## src/ttr_pkg.sv

```systemverilog
// Shared types, field widths and register codes for the touch tap recognizer.
package ttr_pkg;

   // Field widths fixed by the frame sample format
   localparam int COORD_BITS = 12;
   localparam int FINGER_W   = 4;
   localparam int TIME_W     = 32;
   localparam int SWIPE_W    = 3;

   // Default cap on reported touch points
   localparam int MAX_POINTS_DEF = 8;

   // Configuration register widths and reset values
   localparam int CSR_ADDR_W = 2;
   localparam int CSR_DATA_W = 16;
   localparam int SLOP_W     = 10;
   localparam int LIMIT_W    = 16;
   localparam int SLOP_SQ_W  = 2 * SLOP_W;
   localparam int DIST_W     = 2 * COORD_BITS + 1;

   localparam logic [SLOP_W-1:0]    SLOP_FLOOR    = SLOP_W'(12);
   localparam logic [SLOP_SQ_W-1:0] SLOP_SQ_RESET = SLOP_SQ_W'(144);
   localparam logic [LIMIT_W-1:0]   LIMIT_RESET   = LIMIT_W'(500);

   // Register indexes on the configuration port
   localparam logic [CSR_ADDR_W-1:0] REG_SLOP_RADIUS = 2'd0;
   localparam logic [CSR_ADDR_W-1:0] REG_TAP_LIMIT   = 2'd1;
   localparam logic [CSR_ADDR_W-1:0] REG_MULTI_LIMIT = 2'd2;

   // Swipe codes
   localparam logic [SWIPE_W-1:0] SWIPE_UP    = 3'd1;
   localparam logic [SWIPE_W-1:0] SWIPE_DOWN  = 3'd2;
   localparam logic [SWIPE_W-1:0] SWIPE_LEFT  = 3'd3;
   localparam logic [SWIPE_W-1:0] SWIPE_RIGHT = 3'd4;

   // One frame sample
   typedef struct packed {
      logic [FINGER_W-1:0]   finger_count;
      logic [COORD_BITS-1:0] point_x;
      logic [COORD_BITS-1:0] point_y;
      logic [TIME_W-1:0]     time_ms;
      logic [SWIPE_W-1:0]    swipe_code;
      logic                  back_key;
   } req_type;

   // One decision per frame
   typedef struct packed {
      logic                  tap;
      logic [COORD_BITS-1:0] tap_x;
      logic [COORD_BITS-1:0] tap_y;
      logic                  escape;
      logic                  nav_up;
      logic                  nav_down;
      logic                  nav_left;
      logic                  nav_right;
      logic                  any_action;
   } rsp_type;

   // Live configuration handed to the tracker
   typedef struct packed {
      logic [SLOP_SQ_W-1:0] slop_sq;
      logic [LIMIT_W-1:0]   tap_limit;
      logic [LIMIT_W-1:0]   multi_limit;
   } cfg_type;

endpackage

```

## src/touch_tap_recognizer.sv

```systemverilog
// Top level of the touch tap recognizer: input stage, tracker and result register.
//
// Usage:
//   Frame samples enter on the req_ channel (valid/ready); one decision item
//   per sample leaves on the rsp_ channel (valid/ready). The csr_ port is a
//   plain write port: csr_we, a register index on csr_addr (0 slop radius,
//   1 single-finger tap limit, 2 multi-finger tap limit) and csr_wdata.
//   Write the registers only while no item is in flight.
//   Path: an accepted sample sits in the input register, is decided and
//   lands in the result register, which drives rsp_valid; the item leaves
//   from there. Throughput is one item per cycle while the receiver keeps
//   rsp_ready high, set by the combinational update of the sequence
//   tracker (two 12x12 squares, an add and a compare) between the two
//   registers.
//   Reset (synchronous, high) empties both registers, ends any touch
//   sequence and restores slop 12 and limits of 500 ms.
//   When the receiver stalls, the result register holds its item, the input
//   register still takes one more sample, and req_ready then drops until
//   rsp_ready returns; no item is lost or repeated.
module touch_tap_recognizer #(
   parameter int MAX_POINTS = ttr_pkg::MAX_POINTS_DEF
) (
   input  logic                           clock,
   input  logic                           reset,
   input  logic                           req_valid,
   output logic                           req_ready,
   input  ttr_pkg::req_type               req_data,
   output logic                           rsp_valid,
   input  logic                           rsp_ready,
   output ttr_pkg::rsp_type               rsp_data,
   input  logic                           csr_we,
   input  logic [ttr_pkg::CSR_ADDR_W-1:0] csr_addr,
   input  logic [ttr_pkg::CSR_DATA_W-1:0] csr_wdata
);

   ttr_pkg::cfg_type cfg;
   ttr_pkg::req_type in_item_ff;
   ttr_pkg::rsp_type decision;
   ttr_pkg::rsp_type out_item_ff;
   logic             in_vld_ff;
   logic             out_vld_ff;
   logic             advance;

   // Item moves on when the result register is free or being emptied
   assign advance   = in_vld_ff && (!out_vld_ff || rsp_ready);
   assign req_ready = !in_vld_ff || advance;

   ttr_csr u_csr (
      .clock     (clock),
      .reset     (reset),
      .csr_we    (csr_we),
      .csr_addr  (csr_addr),
      .csr_wdata (csr_wdata),
      .cfg       (cfg)
   );

   ttr_track #(
      .MAX_POINTS (MAX_POINTS)
   ) u_track (
      .clock  (clock),
      .reset  (reset),
      .step   (advance),
      .item   (in_item_ff),
      .cfg    (cfg),
      .result (decision)
   );

   // Input stage
   always_ff @(posedge clock) begin
      if (reset) begin
         in_vld_ff <= 1'b0;
      end else if (req_ready) begin
         in_vld_ff <= req_valid;
      end
   end

   always_ff @(posedge clock) begin
      if (req_valid && req_ready) begin
         in_item_ff <= req_data;
      end
   end

   // Result stage
   always_ff @(posedge clock) begin
      if (reset) begin
         out_vld_ff <= 1'b0;
      end else if (advance) begin
         out_vld_ff <= 1'b1;
      end else if (rsp_ready) begin
         out_vld_ff <= 1'b0;
      end
   end

   always_ff @(posedge clock) begin
      if (advance) begin
         out_item_ff <= decision;
      end
   end

   assign rsp_valid = out_vld_ff;
   assign rsp_data  = out_item_ff;

endmodule

```

## src/ttr_csr.sv

```systemverilog
// Configuration registers: slop radius (held squared) and the two tap limits.
module ttr_csr (
   input  logic                               clock,
   input  logic                               reset,
   input  logic                               csr_we,
   input  logic [ttr_pkg::CSR_ADDR_W-1:0]     csr_addr,
   input  logic [ttr_pkg::CSR_DATA_W-1:0]     csr_wdata,
   output ttr_pkg::cfg_type                   cfg
);

   logic [ttr_pkg::SLOP_W-1:0]    slop_raw;
   logic [ttr_pkg::SLOP_W-1:0]    slop_clamped;
   logic [ttr_pkg::SLOP_SQ_W-1:0] slop_sq_in;
   logic [ttr_pkg::SLOP_SQ_W-1:0] slop_sq_ff;
   logic [ttr_pkg::LIMIT_W-1:0]   tap_limit_ff;
   logic [ttr_pkg::LIMIT_W-1:0]   multi_limit_ff;

   // Radius below the floor counts as the floor; square it once on write
   assign slop_raw     = csr_wdata[ttr_pkg::SLOP_W-1:0];
   assign slop_clamped = (slop_raw < ttr_pkg::SLOP_FLOOR) ? ttr_pkg::SLOP_FLOOR : slop_raw;
   assign slop_sq_in   = ttr_pkg::SLOP_SQ_W'(slop_clamped) * ttr_pkg::SLOP_SQ_W'(slop_clamped);

   // Register write decode
   always_ff @(posedge clock) begin
      if (reset) begin
         slop_sq_ff     <= ttr_pkg::SLOP_SQ_RESET;
         tap_limit_ff   <= ttr_pkg::LIMIT_RESET;
         multi_limit_ff <= ttr_pkg::LIMIT_RESET;
      end else if (csr_we) begin
         unique case (csr_addr)
            ttr_pkg::REG_SLOP_RADIUS: slop_sq_ff     <= slop_sq_in;
            ttr_pkg::REG_TAP_LIMIT:   tap_limit_ff   <= csr_wdata[ttr_pkg::LIMIT_W-1:0];
            ttr_pkg::REG_MULTI_LIMIT: multi_limit_ff <= csr_wdata[ttr_pkg::LIMIT_W-1:0];
            default: ;
         endcase
      end
   end

   assign cfg.slop_sq     = slop_sq_ff;
   assign cfg.tap_limit   = tap_limit_ff;
   assign cfg.multi_limit = multi_limit_ff;

endmodule

```

## src/ttr_track.sv

```systemverilog
// Touch sequence state and the per-frame tap / escape / swipe decision.
module ttr_track #(
   parameter int MAX_POINTS = ttr_pkg::MAX_POINTS_DEF
) (
   input  logic             clock,
   input  logic             reset,
   input  logic             step,
   input  ttr_pkg::req_type item,
   input  ttr_pkg::cfg_type cfg,
   output ttr_pkg::rsp_type result
);

   localparam int PEAK_W = $clog2(MAX_POINTS + 1);
   localparam int CB     = ttr_pkg::COORD_BITS;
   localparam int SQ_W   = 2 * CB;

   logic                     seq_active_ff, seq_active_in;
   logic [CB-1:0]            start_x_ff, start_x_in;
   logic [CB-1:0]            start_y_ff, start_y_in;
   logic [CB-1:0]            recent_x_ff, recent_x_in;
   logic [CB-1:0]            recent_y_ff, recent_y_in;
   logic [ttr_pkg::TIME_W-1:0] start_time_ff, start_time_in;
   logic [PEAK_W-1:0]        peak_ff, peak_in;
   logic                     drifted_ff, drifted_in;

   logic [PEAK_W-1:0]        fingers;
   logic                     touching;
   logic                     new_seq;
   logic [CB-1:0]            base_x, base_y;
   logic [PEAK_W-1:0]        base_peak;
   logic [CB-1:0]            dx, dy;
   logic [SQ_W-1:0]          dx_sq, dy_sq;
   logic [ttr_pkg::DIST_W-1:0] dist_sq;
   logic                     beyond_slop;
   logic [ttr_pkg::TIME_W-1:0] duration;
   logic                     release_seq;
   logic                     tap;
   logic                     escape;

   // Finger count capped at the point limit
   assign fingers  = (item.finger_count > ttr_pkg::FINGER_W'(MAX_POINTS))
                     ? PEAK_W'(MAX_POINTS) : PEAK_W'(item.finger_count);
   assign touching = (item.finger_count != '0);
   assign new_seq  = touching && !seq_active_ff;

   // A fresh sequence starts from the current point
   assign base_x    = new_seq ? item.point_x : start_x_ff;
   assign base_y    = new_seq ? item.point_y : start_y_ff;
   assign base_peak = new_seq ? '0 : peak_ff;

   // Squared distance from the start point against the squared slop
   assign dx          = (item.point_x >= base_x) ? item.point_x - base_x : base_x - item.point_x;
   assign dy          = (item.point_y >= base_y) ? item.point_y - base_y : base_y - item.point_y;
   assign dx_sq       = SQ_W'(dx) * SQ_W'(dx);
   assign dy_sq       = SQ_W'(dy) * SQ_W'(dy);
   assign dist_sq     = ttr_pkg::DIST_W'(dx_sq) + ttr_pkg::DIST_W'(dy_sq);
   assign beyond_slop = dist_sq > ttr_pkg::DIST_W'(cfg.slop_sq);

   // Release decision, duration wraps modulo 2^32
   assign release_seq = !touching && seq_active_ff;
   assign duration    = item.time_ms - start_time_ff;

   // Next state of the sequence tracker
   always_comb begin
      seq_active_in = seq_active_ff;
      start_x_in    = start_x_ff;
      start_y_in    = start_y_ff;
      recent_x_in   = recent_x_ff;
      recent_y_in   = recent_y_ff;
      start_time_in = start_time_ff;
      peak_in       = peak_ff;
      drifted_in    = drifted_ff;
      tap           = 1'b0;
      escape        = 1'b0;
      if (touching) begin
         seq_active_in = 1'b1;
         start_x_in    = base_x;
         start_y_in    = base_y;
         recent_x_in   = new_seq ? item.point_x : recent_x_ff;
         recent_y_in   = new_seq ? item.point_y : recent_y_ff;
         start_time_in = new_seq ? item.time_ms : start_time_ff;
         drifted_in    = new_seq ? 1'b0 : drifted_ff;
         peak_in       = (fingers > base_peak) ? fingers : base_peak;
         // Movement only tracked while the sequence stays single-finger
         if (peak_in < PEAK_W'(2)) begin
            drifted_in  = drifted_in | beyond_slop;
            recent_x_in = item.point_x;
            recent_y_in = item.point_y;
         end
      end else if (release_seq) begin
         seq_active_in = 1'b0;
         if (peak_ff >= PEAK_W'(2)) begin
            escape = duration < ttr_pkg::TIME_W'(cfg.multi_limit);
         end else begin
            tap = !drifted_ff && (duration < ttr_pkg::TIME_W'(cfg.tap_limit));
         end
      end
   end

   // Tracker registers move only when an item leaves the input stage
   always_ff @(posedge clock) begin
      if (reset) begin
         seq_active_ff <= 1'b0;
      end else if (step) begin
         seq_active_ff <= seq_active_in;
      end
   end

   always_ff @(posedge clock) begin
      if (step) begin
         start_x_ff    <= start_x_in;
         start_y_ff    <= start_y_in;
         recent_x_ff   <= recent_x_in;
         recent_y_ff   <= recent_y_in;
         start_time_ff <= start_time_in;
         peak_ff       <= peak_in;
         drifted_ff    <= drifted_in;
      end
   end

   // Result fields
   always_comb begin
      result.tap        = tap;
      result.tap_x      = tap ? recent_x_ff : '0;
      result.tap_y      = tap ? recent_y_ff : '0;
      result.escape     = escape | item.back_key;
      result.nav_up     = (item.swipe_code == ttr_pkg::SWIPE_UP);
      result.nav_down   = (item.swipe_code == ttr_pkg::SWIPE_DOWN);
      result.nav_left   = (item.swipe_code == ttr_pkg::SWIPE_LEFT);
      result.nav_right  = (item.swipe_code == ttr_pkg::SWIPE_RIGHT);
      result.any_action = tap | escape | item.back_key;
   end

endmodule

```

## config.mk

```make
export PLATFORM = sky130hd
export DESIGN_NAME = touch_tap_recognizer
export DESIGN_NICKNAME = d
export VERILOG_FILES = /design/src/ttr_pkg.sv /design/src/touch_tap_recognizer.sv /design/src/ttr_csr.sv /design/src/ttr_track.sv
export SDC_FILE = /design/constraint.sdc
export NUM_CORES = 1
export LEC_CHECK = 0
export BUFFER_PORTS_ARGS = -buffer_cell sky130_fd_sc_hd__buf_2
export CAP_MARGIN = 20
export CORE_ASPECT_RATIO = 0.75
export CORE_UTILIZATION = 58
export CTS_CLUSTER_SIZE = 12
export DETAILED_ROUTE_END_ITERATION = 8
export HOLD_SLACK_MARGIN = 0.06
export PLACE_DENSITY = 0.76
export SYNTH_ARGS = -nofsm -noshare
export SYNTH_HDL_FRONTEND = slang
export SYNTH_HIERARCHICAL = 1
export SYNTH_SLANG_ARGS = --single-unit
```

## constraint.sdc

```tcl
create_clock -name clock -period 11.6 [get_ports clock]
set_input_delay 0 -clock clock [delete_from_list [all_inputs] [get_ports clock]]
set_output_delay 0 -clock clock [all_outputs]
set_load 0.01 [all_outputs]
```

Yosys cells after proc, flatten, opt, wreduce, memory -nomap -nowiden. Index checks and enable logic that the tools add are counted.

$add $sub $neg: 6. $mul: 3. Order comparisons: 10. Eq/ne operators: 6. Mux-type cells: 24. Bitwise gates (word level): 4. Reductions and logical operators: 24.

Operator list (count): 12-bit two-way mux (8); 32-bit by 16-bit < comparator with 1-bit output (2); 12-bit by 12-bit multiplier with 24-bit output (2); 12-bit subtractor (4); 32-bit subtractor (1); 24-bit by 24-bit adder with 25-bit output (1); 25-bit by 20-bit > comparator with 1-bit output (1); 12-bit greater-or-equal comparator (2); 10-bit by 10-bit multiplier with 20-bit output (1); 1-bit two-way mux (12); 4-bit two-way mux (3); 10-bit by 4-bit < comparator with 1-bit output, second input constant (1); 10-bit two-way mux (1); 2-bit AND reduction (5); 3-bit by 2-bit equality test with 1-bit output, second input constant (2); 3-bit AND reduction (2); 2-bit nonzero test (3); 1-bit logical AND (5); 1-bit zero test (5); 4-bit by 2-bit greater-or-equal comparator with 1-bit output, second input constant (1); 4-bit > comparator (1); 4-bit > comparator, second input constant (1); 4-bit by 2-bit < comparator with 1-bit output, second input constant (1); 1-bit OR (4); 7 further kinds (8).

Register bits after elaboration: 235. Bits of input ports: 87. Output and inout port bits: 33. Logic and storage cells: 105.

Depth between registers and ports, before layout.
Depth in word-level cells: 10. Depth in mapped cells: 51. Depth with buffers taken out: 47.

By module. Netlist, hierarchy kept.

Modules (own cells, without submodules): ttr_track (instances 1, cells an instance 1948, area an instance 17160.2 µm², seq. area each 2572.5 µm²); ttr_csr (instances 1, cells an instance 559, area an instance 4664.5 µm², seq. area each 1021.0 µm²); touch_tap_recognizer (instances 1, cells an instance 105, area an instance 2956.6 µm², seq. area each 2892.8 µm²).

Worst setup path before layout. No wires, ideal clock.

Path kind: register -> register. Start point: register in_item_ff[61] in the netlist's numbering. End point: register u_track.drifted_ff, data pin. Library setup time: 0.262 ns. Data arrival time: 10.822 ns. Required time: 11.338 ns. Path slack: 0.515 ns. Stages on the path, launching flop included: 47. Buffers on the path: 4. Clock period less this slack: 11.085 ns. Cell sequence: edfxtp_1 nor4_4 or2_1 buf_6 clkbuf_1 clkbuf_1 nor2_1 a21oi_1 inv_1 ha_1 and2_1 and3_1 a222oi_1 nand2_2 buf_6 a211oi_1 a31oi_2 xor2_2 (+11 left out) fa_1 inv_1 ha_1 a211o_1 o21ai_0 o21ai_0 a31o_2 a21oi_1 xnor2_1 ha_1 nand3_1 nor3_1 o21ai_0 a31oi_1 o41ai_1 o2111ai_1 nor4_1 o21ai_0.

Word-level cells in the longest chain between the ends: 10. Elaborated cells between the ends (all ways): 25. Classes of those cells: add/sub (5); mul (2); order compare (6); mux (9); bitwise (1); reduce/logical (2).

Ends and longest elaborated chain: start: declaration (RTL line touch_tap_recognizer.sv:37) `ttr_pkg::req_type in_item_ff;`; start signal: assignment (RTL line touch_tap_recognizer.sv:79) `in_item_ff <= req_data;`; 4-bit nonzero test * (RTL line ttr_track.sv:43) `assign touching = (item.finger_count != '0);`; 1-bit logical AND * (RTL line ttr_track.sv:44) `assign new_seq = touching && !seq_active_ff;`; 12-bit two-way mux * (RTL line ttr_track.sv:48) `assign base_y = new_seq ? item.point_y : start_y_ff;`; named net u_track.base_y[10] (RTL line ttr_track.sv:29) `logic [CB-1:0] base_x, base_y;`; 12-bit subtractor or 12-bit greater-or-equal comparator (tied branches) (RTL line ttr_track.sv:53) `assign dy = (item.point_y >= base_y) ? item.point_y - base_y : base_y - item.point_y;`; 12-bit two-way mux * (RTL line ttr_track.sv:53); 12-bit by 12-bit multiplier with 24-bit output * (RTL line ttr_track.sv:55) `assign dy_sq = SQ_W'(dy) * SQ_W'(dy);`; 24-bit by 24-bit adder with 25-bit output * (RTL line ttr_track.sv:56) `assign dist_sq = ttr_pkg::DIST_W'(dx_sq) + ttr_pkg::DIST_W'(dy_sq);`; 25-bit by 20-bit > comparator with 1-bit output * (RTL line ttr_track.sv:57) `assign beyond_slop = dist_sq > ttr_pkg::DIST_W'(cfg.slop_sq);`; 1-bit OR * (RTL line ttr_track.sv:86) `drifted_in = drifted_in | beyond_slop;`; 1-bit two-way mux * (RTL line ttr_track.sv:85) `if (peak_in < PEAK_W'(2)) begin`; end signal: assignment (RTL line ttr_track.sv:117) `drifted_ff <= drifted_in;`; end: declaration (RTL line ttr_track.sv:24) `logic drifted_ff, drifted_in;`.

The timed path passes the listed nets; every way through them passes the cells marked *. A chain may end at the register's enable or synchronous reset.

Worst setup path in the final report.
Start point: register in_item_ff[63] in the netlist's numbering. End point: register u_track.drifted_ff, data pin.

Same word-level chain as after synthesis.

==> reports/metrics.csv <==
metric;value;unit
cp_top_family;adder cells;
worstPathRequired;11.92;ns
routed_wirelength;61250;um
synth-compound-area-share;11.67;%
io_buffers;119;
htree_num_levels;1;
clock-root-buffer;clkbuf_16;
drv_cap;0;
drt_pre_antenna_iters;6;
timing.final.crit_share;95.46;%
synth.area.top_cells;edfxtp_1 (22%), fa_1 (21%), ha_1 (14%);
hold_viol_final;0;
synth_top_family_by_area;adder cells;
setup_tns;0;ns
cp_slowest_stage_delay;0.57;ns
overflow;0;
grt_pass1_wl;99330;um
r2r_slack;0.53;ns
syn_nets;3233;
initial_utilization;58.82;%
dp.final_hpwl;47540;um
synthArstFlopShare;0;%
syn_to_final_growth;12.86;%
synth_xor_area_share;3.337;%
synth_top_cell_by_area;edfxtp_1;
path_max_fanout;19;
max_slew_margin;24.33;%
yosysMostFrequentCell;inv_1;
crit_buf_inv;8;
die_h;181.0;um
synthFlopType;edfxtp_1;
place_area;26050;um^2
drtIter0Drc;1670;
track_usage;28.65;%
ios;120;
core;42130;um^2
yosys.area_share.adder;34.66;%
wl_per_cell;18.03;um
drt_drc_violations_left;0;
gp_congestion;0.9741;
max_freq;90.31;MHz
synth_top_area_share;21.81;%
via_per_inst;5.646;
yosysUniqueCellTypes;102;
finalInstanceArea;27970;um^2
drive_gt1_share;11.03;%
cpMaxStageDelayCell;fa_1;
netlist_area;24780;um^2
row_count;65;
worstSetupPathType;flop to flop;
cts_tree;done;
netlist_top_cells_count;inv_1 (520), ha_1 (280), fa_1 (254);
ys_ff_latch;234;
reg2reg_to;u_track/drifted_ff$_DFFE_PP_;
fin_skew;0.04239;ns
dieArea;43570;um^2
maxSlewViolCount;0;
syn_inst;2612;
cp-start-kind;flop;
cp_num_cells;43;
grt_pass1_vias;19330;
worstHoldPathType;primary input to flop;
clockBufferDepth;3;
final.min_clock_period;11.07;ns
n_fill_cell;3335;
detail-route-antenna-nets;0;
cts_buffers;26;
grt_antenna_before_repair;1;
yosys_warnings;6;
vias;19190;
cp-end-kind;flop;
synthMuxAreaShare;1.111;%
die_width;240.7;um
finalSetupViolCount;0;
clkSinkCount;234;
r2r-start;in_item_ff[63]$_DFFE_PP_;
grt_max_degree;65;
synthSimpleGateAreaFrac;13.57;%
synth_edf_count;180;
status;completed;
clkLatencyLatePin;0.57;ns
avgSynthCellArea;9.487;um^2
fin_nets;3436;
crit_top_cell;fa_1;
critPathArrivalTime;11.39;ns
worstSetupEndpoint;u_track/drifted_ff$_DFFE_PP_;
ff2ff_path_depth;43;
worst_pin_slew;1.132;ns
timing.critical_path.from;in_item_ff[63]$_DFFE_PP_;
yosysSeqAreaShare;26.17;%
clk_pin_slew_worst_paths;0.07;ns
state kept, by name, summed over array words and instances (netlist names):
register,cells
u_track/start_y_ff,12
u_track/recent_x_ff,12
u_csr/multi_limit_ff,16
u_csr/tap_limit_ff,16
u_track/start_x_ff,12
rsp_data,31
u_track/start_time_ff,32
u_track/drifted_ff,1
u_track/seq_active_ff,1
u_csr/slop_sq_ff,19
u_track/recent_y_ff,12
in_vld_ff,1
rsp_valid,1
u_track/peak_ff,4
in_item_ff,64
per-layer routing:
metal	vias to the layer above	GRT usage, %	share of wire [%]
met2	777	44.60	45
met4	0	6.981	2.3
li1	8998	-	-
met3	106	4.843	7.9
met1	9305	41.53	45
met5	-	0	0
metrics by stage:
step / hold slack, ns / std cells / util [%] / setup slack, ns
4_1_cts: 0.1100 / 3388 / 65.92 / 0.01499
5_1_grt: 0.1163 / 3398 / 66.39 / -0.004692
2_1_floorplan: 0.06244 / 2612 / - / 0.5152
3_3_place_gp: 0.1773 / 3258 / 61.83 / 0.1856
3_5_place_dp: 0.1781 / 3258 / 61.83 / -0.07909
6_report: 0.1438 / 3398 / 66.39 / 0.5266
layout by cell type, fill, tap and decap left out, drive strengths merged, types with 15 or more instances in the layout:
cell and n:
inv 534, ha 280, fa 254, nand2 234, edfxtp 180, buf 164
nor2 162, a21oi 134, o21ai 106, dlygate4sd3 88, dfxtp 54, nand2b 47
xnor2 46, xor2 42, a21o 37, nand3 37, and2 33, clkbuf 30
nor4b 25, nor3 24, o21a 21, a31oi 19, mux2i 19, nand3b 18
and3 17, nor2b 17, or2 17, a211oi 17, nand4 15
logic make-up (layout without fill, tap and decap cells):
logic type      after synthesis  after routing
compound gates              445            446
xor+xnor                     88             88
fa+ha+maj                   534            534
buf+inv                     613            827
flops                       234            234
mux                          24             24
other cells                   1              2
simple gates                673            674
worst min-delay path by stage:
stage | slack, ns | startpoint | to | cells after the start
after floorplan | 0.06 | reset | in_vld_ff$_SDFFE_PP0P_ | 1
final | 0.14 | req_data[7] | in_item_ff[7]$_DFFE_PP_ | 2
after global routing | 0.12 | req_data[7] | in_item_ff[7]$_DFFE_PP_ | 2
after detailed placement | 0.18 | req_data[1] | in_item_ff[1]$_DFFE_PP_ | 1
after CTS | 0.11 | req_data[7] | in_item_ff[7]$_DFFE_PP_ | 2
after global placement | 0.18 | req_data[53] | in_item_ff[53]$_DFFE_PP_ | 1
layout make-up:
| type | instances | area [um^2] | area share, % |
|---|---|---|---|
| multi-input cells | 1767 | 16110 | 57.61 |
| flip-flops and latches | 234 | 6486 | 23.19 |
| inverters | 534 | 2006 | 7.171 |
| repair buffers | 252 | 1834 | 6.558 |
| well taps | 569 | 711.9 | 2.545 |
| clock buffers | 30 | 695.7 | 2.487 |
| clock inverters | 11 | 120.1 | 0.4295 |
| diodes | 1 | 2.502 | 0.008947 |
timing repair:
| action | 4_1_cts | 5_1_grt |
|---|---|---|
| setup buffers | 1 | 6 |
| cloned | 0 | 2 |
| hold buffers | 88 | 0 |
| setup endpoints to repair | 1 | 1 |
| endpoints found under the hold margin | 114 | 0 |
| pin swaps | 1 | 6 |
| gates resized for setup | 3 | 31 |
Power is not shown: default switching activity piles up to over one toggle a cycle in this logic, so the estimate is an artifact.
